--- src/design/fcu_pkg.sv ---
`default_nettype none

package fcu_pkg;

  // field and format widths
  localparam int unsigned LANE_W         = 16;
  localparam int unsigned COL_W          = 64;
  localparam int unsigned POS_W          = 32;
  localparam int unsigned TOL_W          = 16;
  localparam int unsigned FRAC_W         = 16;
  localparam int unsigned ONE_W          = 10;
  localparam int unsigned ELEM_WIDTH_DEF = 16;

  // matrix shape and vertex run
  localparam int unsigned N_ELEM = 16;
  localparam int unsigned N_AXIS = 3;
  localparam int unsigned N_CORNER = 8;

  localparam logic [3:0] LAST_ELEM   = 4'd15;
  localparam logic [1:0] LAST_COL    = 2'd3;
  localparam logic [1:0] W_ROW       = 2'd3;
  localparam logic [1:0] LAST_AXIS   = 2'd2;
  localparam logic [2:0] LAST_CORNER = 3'd7;
  localparam logic [4:0] LAST_VTX    = 5'd23;

  // 1.0 in q8.8
  localparam int ONE_Q8 = 256;

  // saturation bounds in q16.16
  localparam logic [POS_W-1:0] POS_MAX = 32'h7fff_ffff;
  localparam logic [POS_W-1:0] POS_MIN = 32'h8000_0000;

  typedef struct packed {
    logic [COL_W-1:0] matrix_col3;
    logic [COL_W-1:0] matrix_col2;
    logic [COL_W-1:0] matrix_col1;
    logic [COL_W-1:0] matrix_col0;
    logic             force_rebuild;
  } in_beat_t;

  typedef struct packed {
    logic signed [POS_W-1:0] pos_x;
    logic signed [POS_W-1:0] pos_y;
    logic signed [POS_W-1:0] pos_z;
    logic [2:0]              corner_index;
    logic                    divide_fault;
    logic                    last_vertex;
  } out_beat_t;

  typedef struct packed {
    logic                    fault;
    logic signed [POS_W-1:0] x;
    logic signed [POS_W-1:0] y;
    logic signed [POS_W-1:0] z;
  } corner_row_t;

  typedef enum logic [2:0] {
    S_IDLE,
    S_CMP,
    S_ACC,
    S_DIV_INIT,
    S_DIV,
    S_EMIT_RD,
    S_EMIT_OUT
  } fcu_state_e;

  // corner visited by wireframe vertex k: near ring, far ring, then the four struts
  function automatic logic [2:0] edge_corner(input logic [4:0] k);
    logic [1:0] p;
    logic [2:0] c;
    p = k[2:1];
    unique case (k[4:3])
      2'b00, 2'b01: c = {k[3], k[0] ? p + 2'd1 : p};
      2'b10:        c = {k[0], p};
      default:      c = '0;
    endcase
    return c;
  endfunction

  // sign of clip coordinate for matrix column col at cube corner c (1 = minus)
  function automatic logic term_neg(input logic [2:0] c, input logic [1:0] col);
    logic n;
    unique case (col)
      2'd0:    n = (c[0] == c[1]);
      2'd1:    n = ~c[1];
      2'd2:    n = ~c[2];
      default: n = 1'b0;
    endcase
    return n;
  endfunction

endpackage

`default_nettype wire

--- src/design/frustum_corner_unprojector.sv ---
// channel  | signals                            | beat
// ---------+------------------------------------+----------------------------------
// in       | in_valid_i  in_ready_o  in_data_i  | one matrix and force bit
// out      | out_valid_o out_ready_i out_data_o | one wireframe vertex
// cfg      | cfg_we_i    cfg_wdata_i            | change tolerance, written at once
//
// an unchanged matrix with no force bit is compared and dropped with no vertex
// beats; a rebuild recomputes the corners and emits the wireframe vertices,
// stalling while out_ready_i is held low; the restoring divider yields one quotient
// bit a cycle. one item at a time: in_ready_o is low from accept until the last
// vertex beat, or until the compare ends for an unchanged matrix. reset loads the
// identity matrix and a zero tolerance; the corner store is not cleared.
`default_nettype none

module frustum_corner_unprojector #(
  parameter int unsigned ELEM_WIDTH = fcu_pkg::ELEM_WIDTH_DEF
) (
  input  wire logic                     clk_i,
  input  wire logic                     rst_ni,
  input  wire logic                     in_valid_i,
  output      logic                     in_ready_o,
  input  wire fcu_pkg::in_beat_t        in_data_i,
  output      logic                     out_valid_o,
  input  wire logic                     out_ready_i,
  output      fcu_pkg::out_beat_t       out_data_o,
  input  wire logic                     cfg_we_i,
  input  wire logic [fcu_pkg::TOL_W-1:0] cfg_wdata_i
);

  localparam int unsigned SW = (ELEM_WIDTH > fcu_pkg::ONE_W) ? ELEM_WIDTH : fcu_pkg::ONE_W;
  localparam int unsigned DW = SW + 1;
  localparam int unsigned CW = (DW > fcu_pkg::TOL_W) ? DW : fcu_pkg::TOL_W;
  localparam int unsigned AW = ELEM_WIDTH + 2;
  localparam int unsigned NW = AW + fcu_pkg::FRAC_W;
  localparam int unsigned QX = (NW > fcu_pkg::POS_W) ? NW : fcu_pkg::POS_W + 1;
  localparam int unsigned IW = $clog2(NW);
  localparam int unsigned FLAT_W = 4 * fcu_pkg::COL_W;

  localparam logic [IW-1:0] LAST_ITER = IW'(NW - 1);
  localparam logic [QX-1:0] LIM_POS = QX'(fcu_pkg::POS_MAX);
  localparam logic [QX-1:0] LIM_NEG = QX'(fcu_pkg::POS_MIN);

  fcu_pkg::fcu_state_e state_q, state_d;

  // control
  logic [3:0]        elem_q;
  logic              changed_q;
  logic [2:0]        corner_q;
  logic [1:0]        axis_q;
  logic [IW-1:0]     iter_q;
  logic [4:0]        vtx_q;
  logic              fault_q;
  logic [fcu_pkg::TOL_W-1:0] tol_q;

  // payload
  fcu_pkg::in_beat_t           in_q;
  logic signed [SW-1:0]        stored_q [fcu_pkg::N_ELEM];
  logic signed [AW-1:0]        sum_q;
  logic signed [AW-1:0]        acc_q [fcu_pkg::N_AXIS];
  logic signed [AW-1:0]        w_q;
  logic [AW-1:0]               rem_q;
  logic [NW-1:0]               nq_q;
  logic [AW-1:0]               dmag_q;
  logic                        nneg_q, nzero_q, wneg_q, wzero_q;
  logic signed [fcu_pkg::POS_W-1:0] pos_q [2];
  fcu_pkg::corner_row_t        corner_mem_q [fcu_pkg::N_CORNER];
  fcu_pkg::out_beat_t          out_q;

  logic in_fire, out_fire;
  assign in_fire  = in_valid_i & in_ready_o;
  assign out_fire = out_valid_o & out_ready_i;

  // split the incoming columns into lanes, index col*4 + row
  logic [FLAT_W-1:0]          flat_cols;
  logic signed [ELEM_WIDTH-1:0] lane_raw [fcu_pkg::N_ELEM];
  logic signed [SW-1:0]       lane_ext [fcu_pkg::N_ELEM];

  assign flat_cols = {in_q.matrix_col3, in_q.matrix_col2, in_q.matrix_col1, in_q.matrix_col0};

  always_comb begin
    for (int i = 0; i < fcu_pkg::N_ELEM; i++) begin
      lane_raw[i] = flat_cols[fcu_pkg::LANE_W*i +: ELEM_WIDTH];
      lane_ext[i] = SW'(lane_raw[i]);
    end
  end

  // shared element port: compare walks col-major, accumulate walks row-major
  logic [3:0]           stored_addr;
  logic signed [SW-1:0] stored_rd;
  logic [1:0]           acc_row, acc_col;

  assign acc_row     = elem_q[3:2];
  assign acc_col     = elem_q[1:0];
  assign stored_addr = (state_q == fcu_pkg::S_ACC) ? {acc_col, acc_row} : elem_q;
  assign stored_rd   = stored_q[stored_addr];

  // change detect, one element a cycle
  logic signed [DW-1:0] diff;
  logic [DW-1:0]        diff_abs;
  logic                 elem_chg, changed_nx, rebuild;

  always_comb begin
    diff       = DW'(lane_ext[elem_q]) - DW'(stored_rd);
    diff_abs   = diff[DW-1] ? -diff : diff;
    elem_chg   = CW'(diff_abs) > CW'(tol_q);
    changed_nx = changed_q | elem_chg;
    rebuild    = changed_nx | in_q.force_rebuild;
  end

  // row dot product with the corner signs, one term a cycle
  logic signed [AW-1:0] term, sum_base, sum_nx;

  always_comb begin
    term     = AW'(stored_rd);
    sum_base = (acc_col == 2'd0) ? '0 : sum_q;
    sum_nx   = fcu_pkg::term_neg(corner_q, acc_col) ? sum_base - term : sum_base + term;
  end

  // divider operand setup
  logic signed [AW-1:0] num_sel;
  logic [AW-1:0]        num_mag, w_mag;

  always_comb begin
    num_sel = acc_q[axis_q];
    num_mag = num_sel[AW-1] ? AW'(-num_sel) : AW'(num_sel);
    w_mag   = w_q[AW-1] ? AW'(-w_q) : AW'(w_q);
  end

  // restoring divide step on magnitudes
  logic [AW:0]   rem_sh, rem_sub;
  logic          q_bit;
  logic [AW-1:0] rem_nx;
  logic [NW-1:0] nq_nx;

  always_comb begin
    rem_sh  = {rem_q, nq_q[NW-1]};
    rem_sub = rem_sh - {1'b0, dmag_q};
    q_bit   = (rem_sh >= {1'b0, dmag_q});
    rem_nx  = q_bit ? rem_sub[AW-1:0] : rem_sh[AW-1:0];
    nq_nx   = {nq_q[NW-2:0], q_bit};
  end

  // sign, saturation and zero-w handling of the finished quotient
  logic [QX-1:0]              qx;
  logic                       res_neg, div_fault, fault_all;
  logic [fcu_pkg::POS_W-1:0]  div_res;

  always_comb begin
    qx      = QX'(nq_nx);
    res_neg = nneg_q ^ wneg_q;
    priority if (wzero_q) begin
      div_fault = 1'b1;
      div_res   = nzero_q ? '0 : (nneg_q ? fcu_pkg::POS_MIN : fcu_pkg::POS_MAX);
    end else if (!res_neg && (qx > LIM_POS)) begin
      div_fault = 1'b1;
      div_res   = fcu_pkg::POS_MAX;
    end else if (res_neg && (qx > LIM_NEG)) begin
      div_fault = 1'b1;
      div_res   = fcu_pkg::POS_MIN;
    end else begin
      div_fault = 1'b0;
      div_res   = res_neg ? (fcu_pkg::POS_W'(0) - qx[fcu_pkg::POS_W-1:0])
                          : qx[fcu_pkg::POS_W-1:0];
    end
    fault_all = ((axis_q == 2'd0) ? 1'b0 : fault_q) | div_fault;
  end

  logic div_last;
  assign div_last = (iter_q == LAST_ITER);

  // next state
  always_comb begin
    state_d = state_q;
    unique case (state_q)
      fcu_pkg::S_IDLE: begin
        if (in_fire) state_d = fcu_pkg::S_CMP;
      end
      fcu_pkg::S_CMP: begin
        if (elem_q == fcu_pkg::LAST_ELEM) begin
          state_d = rebuild ? fcu_pkg::S_ACC : fcu_pkg::S_IDLE;
        end
      end
      fcu_pkg::S_ACC: begin
        if (elem_q == fcu_pkg::LAST_ELEM) state_d = fcu_pkg::S_DIV_INIT;
      end
      fcu_pkg::S_DIV_INIT: begin
        state_d = fcu_pkg::S_DIV;
      end
      fcu_pkg::S_DIV: begin
        if (div_last) begin
          priority if (axis_q != fcu_pkg::LAST_AXIS) state_d = fcu_pkg::S_DIV_INIT;
          else if (corner_q == fcu_pkg::LAST_CORNER)  state_d = fcu_pkg::S_EMIT_RD;
          else                                        state_d = fcu_pkg::S_ACC;
        end
      end
      fcu_pkg::S_EMIT_RD: begin
        state_d = fcu_pkg::S_EMIT_OUT;
      end
      fcu_pkg::S_EMIT_OUT: begin
        if (out_fire) begin
          state_d = (vtx_q == fcu_pkg::LAST_VTX) ? fcu_pkg::S_IDLE : fcu_pkg::S_EMIT_RD;
        end
      end
      default: state_d = fcu_pkg::S_IDLE;
    endcase
  end

  // handshake outputs
  always_comb begin
    in_ready_o  = (state_q == fcu_pkg::S_IDLE);
    out_valid_o = (state_q == fcu_pkg::S_EMIT_OUT);
  end

  assign out_data_o = out_q;

  // sequencer counters, tolerance and stored matrix
  always_ff @(posedge clk_i or negedge rst_ni) begin
    if (!rst_ni) begin
      state_q   <= fcu_pkg::S_IDLE;
      elem_q    <= '0;
      changed_q <= 1'b0;
      corner_q  <= '0;
      axis_q    <= '0;
      iter_q    <= '0;
      vtx_q     <= '0;
      fault_q   <= 1'b0;
      tol_q     <= '0;
      for (int i = 0; i < fcu_pkg::N_ELEM; i++) begin
        stored_q[i] <= (i[3:2] == i[1:0]) ? SW'(fcu_pkg::ONE_Q8) : '0;
      end
    end else begin
      state_q <= state_d;
      if (cfg_we_i) tol_q <= cfg_wdata_i;
      unique case (state_q)
        fcu_pkg::S_IDLE: begin
          elem_q    <= '0;
          changed_q <= 1'b0;
          corner_q  <= '0;
          axis_q    <= '0;
          vtx_q     <= '0;
        end
        fcu_pkg::S_CMP: begin
          elem_q    <= elem_q + 4'd1;
          changed_q <= changed_nx;
          if ((elem_q == fcu_pkg::LAST_ELEM) && rebuild) begin
            for (int i = 0; i < fcu_pkg::N_ELEM; i++) stored_q[i] <= lane_ext[i];
          end
        end
        fcu_pkg::S_ACC: begin
          elem_q <= elem_q + 4'd1;
        end
        fcu_pkg::S_DIV_INIT: begin
          iter_q <= '0;
        end
        fcu_pkg::S_DIV: begin
          iter_q <= iter_q + IW'(1);
          if (div_last) begin
            fault_q <= fault_all;
            if (axis_q == fcu_pkg::LAST_AXIS) begin
              axis_q   <= '0;
              corner_q <= corner_q + 3'd1;
            end else begin
              axis_q <= axis_q + 2'd1;
            end
          end
        end
        fcu_pkg::S_EMIT_RD: begin
        end
        fcu_pkg::S_EMIT_OUT: begin
          if (out_fire) vtx_q <= vtx_q + 5'd1;
        end
        default: begin
        end
      endcase
    end
  end

  // datapath registers
  always_ff @(posedge clk_i) begin
    if (in_fire) in_q <= in_data_i;
    unique case (state_q)
      fcu_pkg::S_ACC: begin
        sum_q <= sum_nx;
        if (acc_col == fcu_pkg::LAST_COL) begin
          if (acc_row == fcu_pkg::W_ROW) w_q <= sum_nx;
          else                           acc_q[acc_row] <= sum_nx;
        end
      end
      fcu_pkg::S_DIV_INIT: begin
        rem_q   <= '0;
        nq_q    <= {num_mag, fcu_pkg::FRAC_W'(0)};
        dmag_q  <= w_mag;
        nneg_q  <= num_sel[AW-1];
        nzero_q <= (num_sel == '0);
        wneg_q  <= w_q[AW-1];
        wzero_q <= (w_q == '0);
      end
      fcu_pkg::S_DIV: begin
        rem_q <= rem_nx;
        nq_q  <= nq_nx;
        if (div_last) begin
          if (axis_q == fcu_pkg::LAST_AXIS) begin
            corner_mem_q[corner_q] <= '{fault: fault_all, x: pos_q[0], y: pos_q[1],
                                         z: div_res};
          end else begin
            pos_q[axis_q[0]] <= div_res;
          end
        end
      end
      fcu_pkg::S_EMIT_RD: begin
        out_q.pos_x        <= corner_mem_q[fcu_pkg::edge_corner(vtx_q)].x;
        out_q.pos_y        <= corner_mem_q[fcu_pkg::edge_corner(vtx_q)].y;
        out_q.pos_z        <= corner_mem_q[fcu_pkg::edge_corner(vtx_q)].z;
        out_q.divide_fault <= corner_mem_q[fcu_pkg::edge_corner(vtx_q)].fault;
        out_q.corner_index <= fcu_pkg::edge_corner(vtx_q);
        out_q.last_vertex  <= (vtx_q == fcu_pkg::LAST_VTX);
      end
      default: begin
      end
    endcase
  end

endmodule

`default_nettype wire

--- config.mk ---
export PLATFORM = sky130hd
export DESIGN_NAME = frustum_corner_unprojector
export DESIGN_NICKNAME = d
export VERILOG_FILES = /design/src/design/fcu_pkg.sv /design/src/design/frustum_corner_unprojector.sv
export SDC_FILE = /design/constraint.sdc
export NUM_CORES = 2
export LEC_CHECK = 0
export BUFFER_PORTS_ARGS = -buffer_cell sky130_fd_sc_hd__buf_2
export CELL_PAD_IN_SITES_DETAIL_PLACEMENT = 2
export CELL_PAD_IN_SITES_GLOBAL_PLACEMENT = 2
export CORE_MARGIN = 2
export CORE_UTILIZATION = 30
export CTS_CLUSTER_SIZE = 20
export DETAILED_ROUTE_END_ITERATION = 8
export HOLD_SLACK_MARGIN = 0.05
export PLACE_DENSITY_LB_ADDON = 0.1
export RECOVER_POWER = 50
export SLEW_MARGIN = 5
export SYNTH_ARGS = -nofsm -noshare
export SYNTH_HDL_FRONTEND = slang
export SYNTH_SLANG_ARGS = --single-unit
--- constraint.sdc ---
create_clock -name clk_i -period 8.6 [get_ports clk_i]
set_clock_uncertainty 0.05 [all_clocks]
set_input_delay 0.43 -clock clk_i [delete_from_list [all_inputs] [get_ports clk_i]]
set_output_delay 0.43 -clock clk_i [all_outputs]
set_load 0.02 [all_outputs]
Yosys cells after proc, flatten, opt, wreduce, memory -nomap -nowiden
Memories as Yosys holds them, arrays and structs flattened. A register that Yosys moved wholly into a read port is not among the register bits.
Index checks and enable logic that the tools add are counted.
- register bits after elaboration: 668
- memories: 3
- input port bits: 278
- output and inout bits: 103
- word-level logic and storage cells: 186
- memory bits (writable): 894
- multiplexer cells: 62
- $add $sub $neg: 14
- bitwise logic cells: 10
- eq/ne operators: 25
- magnitude comparators: 6
- reductions and logical operators: 24
- memories (name ; depth ; width ; rd ports ; clocked after memory_dff ; write ports ; line ; text):
    corner_mem_q ; 8 ; 97 ; 1 ; 1 ; 1 ; frustum_corner_unprojector.sv:66 ; fcu_pkg::corner_row_t corner_mem_q [fcu_pkg::N_CORNER];
    pos_q ; 2 ; 32 ; 2 ; 0 ; 1 ; frustum_corner_unprojector.sv:65 ; logic signed [fcu_pkg::POS_W-1:0] pos_q [2];
    acc_q ; 3 ; 18 ; 1 ; 0 ; 1 ; frustum_corner_unprojector.sv:59 ; logic signed [AW-1:0] acc_q [fcu_pkg::N_AXIS];
- operators by type and width (cell ; number):
    32-bit two-way mux ; 6
    16-bit binary-select mux with 4-bit select ; 2
    18-bit two-way mux ; 4
    34-bit one-hot mux with 2 select lines ; 1
    16-bit two-way mux ; 4
    18-bit logical NOT ; 2
    18-bit negator ; 2
    18-bit one-hot mux with 2 select lines ; 1
    34-bit by 31-bit > comparator with 1-bit output, second input constant ; 1
    34-bit by 32-bit > comparator with 1-bit output, second input constant ; 1
    17-bit two-way mux ; 2
    3-bit two-way mux ; 11
    1-bit by 32-bit subtractor with 32-bit output, first input constant ; 1
    3-bit one-hot mux with 7 select lines ; 1
    19-bit by 18-bit greater-or-equal comparator with 1-bit output ; 1
    18-bit by 16-bit adder with 18-bit output ; 1
    18-bit by 16-bit subtractor with 18-bit output ; 1
    18-bit subtractor ; 1
    17-bit by 16-bit > comparator with 1-bit output ; 1
    17-bit negator ; 1
    16-bit by 16-bit subtractor with 17-bit output ; 1
    1-bit two-way mux ; 16
    3-bit == test, second input constant ; 4
    3-bit one-hot mux with 2 select lines ; 2
    other kinds (39) ; 73

Logic depth before layout (Yosys ltp)
- word-level depth: 15
- mapped depth: 36
- mapped depth without buffers: 30

Worst setup path after synthesis
No wires, ideal clock.
- path kind: register to register
- from: register axis_q[1]
- to: memory corner_mem_q[0][0] (netlist bit) (enable)
- data required time: 7.879 ns
- library setup time: 0.671 ns
- clock period less this slack: 9.412 ns
- path buffers: 4
- path slack: -0.812 ns
- arrival time: 8.691 ns
- cell stages (with the launch flop): 8
- cells stage by stage: dfrtp_1 > clkbuf_1 > clkbuf_1 > buf_1 > clkbuf_1 > nand2_1 > or3_1 > nor3_1
- word-level cells in the longest chain between the ends: 5
- RTL lines (item ; line ; text):
    from (decl) ; frustum_corner_unprojector.sv:49 ; logic [1:0] axis_q;
    from (signal assigned) ; frustum_corner_unprojector.sv:263 ; axis_q <= axis_q + 2'd1;
    2-bit == test ; frustum_corner_unprojector.sv:302 ; if (axis_q == fcu_pkg::LAST_AXIS) begin
    1-bit two-way mux ; frustum_corner_unprojector.sv:302 ;
    1-bit two-way mux ; frustum_corner_unprojector.sv:301 ; if (div_last) begin
    1-bit two-way mux ; frustum_corner_unprojector.sv:281 ; unique case (state_q)
    1-bit two-way mux (not written as such) ; frustum_corner_unprojector.sv:303 ; corner_mem_q[corner_q] <= '{fault: fault_all, x: pos_q[0], y: pos_q[1],
    to (decl) ; frustum_corner_unprojector.sv:66 ;
Every way passes these cells.

Worst setup path after layout
- from: register state_q[0]
- to: register stored_q[224] (netlist bit)
- word-level cells in the longest chain between the ends: 14
- elaborated cells on any way between the ends: 15
- those cells by class: add/sub (2); order compare (1); eq/ne (2); mux (5); bitwise (3); reduce/logical (2)
- RTL lines (item ; line ; text):
    from (decl) ; frustum_corner_unprojector.sv:43 ; fcu_pkg::fcu_state_e state_q, state_d;
    from (signal assigned) ; frustum_corner_unprojector.sv:219 ; state_q <= fcu_pkg::S_IDLE;
    from (signal assigned) ; frustum_corner_unprojector.sv:232 ; state_q <= state_d;
    3-bit by 2-bit == test with 1-bit output ; frustum_corner_unprojector.sv:94 ; assign stored_addr = (state_q == fcu_pkg::S_ACC) ? {acc_col, acc_row} : elem_q;
    4-bit two-way mux ; frustum_corner_unprojector.sv:94 ;
    4-bit NOT with 5-bit output (not written as such) ; frustum_corner_unprojector.sv:95 ; assign stored_rd = stored_q[stored_addr];
    16-bit binary-select mux with 4-bit select ; frustum_corner_unprojector.sv:95 ;
    16-bit two-way mux (not written as such) (2 in series) ; frustum_corner_unprojector.sv:95 ;
    16-bit by 16-bit subtractor with 17-bit output ; frustum_corner_unprojector.sv:103 ; diff = DW'(lane_ext[elem_q]) - DW'(stored_rd);
    17-bit negator ; frustum_corner_unprojector.sv:104 ; diff_abs = diff[DW-1] ? -diff : diff;
    17-bit two-way mux ; frustum_corner_unprojector.sv:104 ;
    17-bit by 16-bit > comparator with 1-bit output ; frustum_corner_unprojector.sv:105 ; elem_chg = CW'(diff_abs) > CW'(tol_q);
    1-bit bitwise OR ; frustum_corner_unprojector.sv:106 ; changed_nx = changed_q | elem_chg;
    1-bit bitwise OR ; frustum_corner_unprojector.sv:107 ; rebuild = changed_nx | in_q.force_rebuild;
    1-bit logical AND ; frustum_corner_unprojector.sv:245 ; if ((elem_q == fcu_pkg::LAST_ELEM) && rebuild) begin
    2-bit AND reduction (no line) (*) ; n/a ;
    to (signal, indexed assignment) ; frustum_corner_unprojector.sv:229 ; stored_q[i] <= (i[3:2] == i[1:0]) ? SW'(fcu_pkg::ONE_Q8) : '0;
    to (decl) ; frustum_corner_unprojector.sv:57 ; logic signed [SW-1:0] stored_q [fcu_pkg::N_ELEM];
Every way passes the cells marked *; elsewhere a longest branch is shown, timed or not. The select of a mux whose other input is x is not followed.
A chain may end at the register's enable or synchronous reset.

==> impl_metrics.tcl <==
set metrics [dict create \
    status "complete, but fails checks" \
    failing_checks "capacitance limit, slew limit" \
    syn-num-nets 5700 \
    synth.area.mux_share_pct 8.75 \
    synth_edf_count 1362 \
    use_met2_pct 34.0 \
    timing.critical_path.required_ns 9.25 \
    clock_sinks 1659 \
    yosys_warnings 0 \
    finish.net_count 6448 \
    critical-path-top-cell-by-count "sky130_fd_sc_hd__buf_4" \
    die_span_in_x_um 490 \
    critical-path-slowest-cell "sky130_fd_sc_hd__or3b_4" \
    drcViolationCount 0 \
    max_slew_margin_pct -246 \
    place.gp.congestion 0.789 \
    post_drt_via_cell_ratio 4.94 \
    grt_start_max_net_pins 144 \
    placed_area_mm2 0.0772 \
    grt-ovfl-total 0 \
    place.detailed.instances 8732 \
    maxClockFrequency_mhz 123 \
    ir_drop_mv 0.210 \
    synth-seq-area-share_pct 68.3 \
    timing.max_cap.violations 16 \
    design_power_total_mw 29.2 \
    setup_total_negative_slack_ns 0 \
    min_period_ns 8.16 \
    final-hold-violation-count 0 \
    cts_root_buffer "sky130_fd_sc_hd__clkbuf_16" \
    r2r_start "state_q[0]" \
    globalRouteTotalUtil_pct 19.8 \
    number_of_antenna_violations_at_the_first_check_in_global_routing 10 \
    reg2reg_setup_slack_ns 0.44 \
    synth_compound_gate_area_share_pct 5.29 \
    initial_utilization_pct 30.1 \
    numCtsBuffers 192 \
    chipHeight_um 490 \
    adder_and_majority_gate_portion_of_the_synthesized_area_pct 1.56 \
    route.antenna.remaining_nets 0 \
    clkSlewWorstSetupHoldPaths_ns 0.06 \
    timing.hold.worst.class "input pin to flip-flop" \
    drv_slew 861 \
    largest_cells_by_area_after_synthesis "sky130_fd_sc_hd__edfxtp_1 (58%), sky130_fd_sc_hd__dfrtp_1 (10%), sky130_fd_sc_hd__nand2_1 (5.6%), sky130_fd_sc_hd__mux2_2 (4.1%), sky130_fd_sc_hd__nand3_1 (3.8%)" \
    final_min_period_over_clock_period_pct 94.9 \
    timing.critical_path.slowest_cell_delay_ns 0.56 \
    io_pins 381 \
    ctsHtreeMaxLevel 4 \
    drt_first_iter_violations 2237 \
    ys_ff_latch 1659 \
    postSynth.asyncResetShare_pct 17.9 \
    syn-instance-count 5337 \
    setup.worst_path.end "stored_q[224]" \
    core-area_mm2 0.235 \
    setup.worst_path.start_class "flip-flop" \
    top_usage_layer "met2" \
    synth-xor-area-share_pct 1.26 \
    drt-pass1-iter-count 5 \
    reg2reg_to "stored_q[224]" \
    crit_fanout 26 \
    most_frequent_cells_after_synthesis "sky130_fd_sc_hd__edfxtp_1 (1362), sky130_fd_sc_hd__nand2_1 (1062), sky130_fd_sc_hd__nand3_1 (534)" \
    transition_time_of_the_tightest_slew_check_pin_ns 5.20 \
    max-clock-path-buffers 3 \
    mean_area_per_synthesized_cell_um2 13.3 \
    finalSetupViolCount 0 \
    largest_family_of_logic_cells_by_synthesized_area "simple AND/OR/NAND/NOR gates" \
    postLayoutCellArea_mm2 0.0863 \
    worst_setup_path_startpoint "state_q[0]" \
    grt_first_pass_wirelength_um 350000 \
    num_vias 46417 \
    groute.layer.met3.usage_pct 2.48 \
    cts_tree "built" \
    synthToLayoutAreaGrowth_pct 21.9 \
    synth_cell_types 88 \
    power.density_cell_area_mw_per_mm2 338 \
    synth_area_mm2 0.0708 \
    worst-r2r-cell-count 34 \
    drt_wl_total_um 239000 \
    clk_latency_ns 0.83 \
    crit_arrival_ns 8.82 \
    synth_simple_gate_area_share_pct 12.5 \
    cp-end-kind "flip-flop" \
    row_count 178 \
    layout.cells.non_filler 9401 \
    wl_per_cell_um 25.5 \
    yosys_most_used_dff "sky130_fd_sc_hd__edfxtp_1" \
    post_route_cells_drive_above_1_share_pct 15.8 \
    crit_type "flip-flop to flip-flop" \
    yosys.cell_count.top_type "sky130_fd_sc_hd__edfxtp_1" \
    met1_usage_pct 26.2 \
    cellLeakagePower_nw 31.6 \
    fp.dieArea_mm2 0.240 \
    io_buffer_count 380 \
    first_global_vias 50702 \
    synth_area_leader_cell "sky130_fd_sc_hd__edfxtp_1" \
    yosys.area.top_type_share_pct 57.8 \
    dp_hpwl_um 148000 \
]
[final cells by class]
cell class | instances | area, um2
diodes | 5 | 12.5
clock buffers | 245 | 5170
inverters | 114 | 438
repair buffers | 854 | 6210
multi-input cells | 3264 | 21000
flip-flops and latches | 1659 | 48300
clock inverters | 110 | 1190
well taps | 3150 | 3940
fillers | 23978 | 149000
[placed cells by master, fill, tap and decap left out, types with 33 or more instances in the layout]
cell	netlist	routed
sky130_fd_sc_hd__nand2_1	1062	1062
sky130_fd_sc_hd__nor2b_1	35	35
sky130_fd_sc_hd__mux4_2	81	81
sky130_fd_sc_hd__inv_1	111	108
sky130_fd_sc_hd__xnor2_1	61	60
sky130_fd_sc_hd__clkbuf_16	0	197
sky130_fd_sc_hd__mux2i_1	126	126
sky130_fd_sc_hd__o21ai_0	219	214
sky130_fd_sc_hd__ha_1	82	82
sky130_fd_sc_hd__buf_2	30	154
sky130_fd_sc_hd__dfrtp_1	293	291
sky130_fd_sc_hd__edfxtp_1	1362	1362
sky130_fd_sc_hd__dlygate4sd3_1	0	304
sky130_fd_sc_hd__nand3_1	534	534
sky130_fd_sc_hd__xor2_1	41	41
sky130_fd_sc_hd__nor3_1	58	55
sky130_fd_sc_hd__buf_4	19	123
sky130_fd_sc_hd__a21oi_1	98	98
sky130_fd_sc_hd__mux2_2	260	259
sky130_fd_sc_hd__clkbuf_1	211	280
sky130_fd_sc_hd__nor2_1	157	149
sky130_fd_sc_hd__a211oi_1	69	69
sky130_fd_sc_hd__clkinv_1	3	36
sky130_fd_sc_hd__clkinv_2	0	33
[cell families (layout without fill, tap and decap cells)]
logic type | after synthesis | in the layout
and+or+nand+nor | 2002 | 2002
AOI/OAI and AO/OA | 590 | 590
muxes | 483 | 483
xor gates and xnor gates | 102 | 102
adders and majority gates | 87 | 87
DFF | 1659 | 1659
other | 0 | 5
buffers and inverters | 414 | 1323
[per-stage QoR]
stage / hold slack (ns) / setup slack [ns] / utilization (%)
2_1_floorplan: 0.0844 / 0.625 / -
3_3_place_gp: 0.420 / 0.254 / 32.9
3_5_place_dp: 0.433 / 0.260 / 32.9
4_1_cts: 0.0721 / 0.212 / 36.9
5_1_grt: 0.132 / -0.0213 / 36.7
6_report: 0.151 / 0.437 / 36.7
[worst max-delay path, delay by kind of cell (launching register included)]
| kind | cells | cell delay (ns) |
|---|---|---|
| mux | 2 | 0.48 |
| compound gates | 14 | 2.97 |
| flops | 1 | 0.47 |
| xor+xnor | 1 | 0.13 |
| fa+ha+maj | 2 | 0.66 |
| simple gates | 8 | 1.66 |
| buf+inv | 7 | 1.58 |
[flip-flops by register name, summed over array words and instances (netlist names), 3 cells and up]
name	cells
elem_q	4
flat_cols	256
sum_q	18
rem_q	18
nq_q	34
w_q	18
dmag_q	18
acc_q	54
stored_q	256
pos_q	64
corner_mem_q	776
iter_q	6
corner_q	3
out_data_o	101
tol_q	16
state_q	3
vtx_q	5
[worst min-delay path by stage]
stage / start / endpoint / depth (start not counted)
6_report: cfg_we_i / tol_q[0] / 2
3_5_place_dp: stored_q[25] / stored_q[25] / 1
5_1_grt: cfg_we_i / tol_q[0] / 2
3_3_place_gp: stored_q[43] / stored_q[43] / 1
4_1_cts: cfg_we_i / tol_q[0] / 2
2_1_floorplan: rst_ni / axis_q[0] / 0
[per-layer routing]
layer  vias up  wire, um
li1      21108         -
met1     24280    108000
met2       747    119000
met3       282      6660
met4         0      6140
met5         -         0
[power by group]
group | switching (mW) | internal, mW
combinational | 6.85 | 3.34
sequential | 0.449 | 10.2
clock | 3.48 | 4.84
total | 10.8 | 18.4
[repair_timing]
item                                    4_1_cts  5_1_grt
endpoints found under the setup margin        0      256
buffers inserted                              0        5
hold buffers                                304        0
resized for setup                             0        6
endpoints found under the hold margin       358        0
Power figures use the tool's default switching activity.
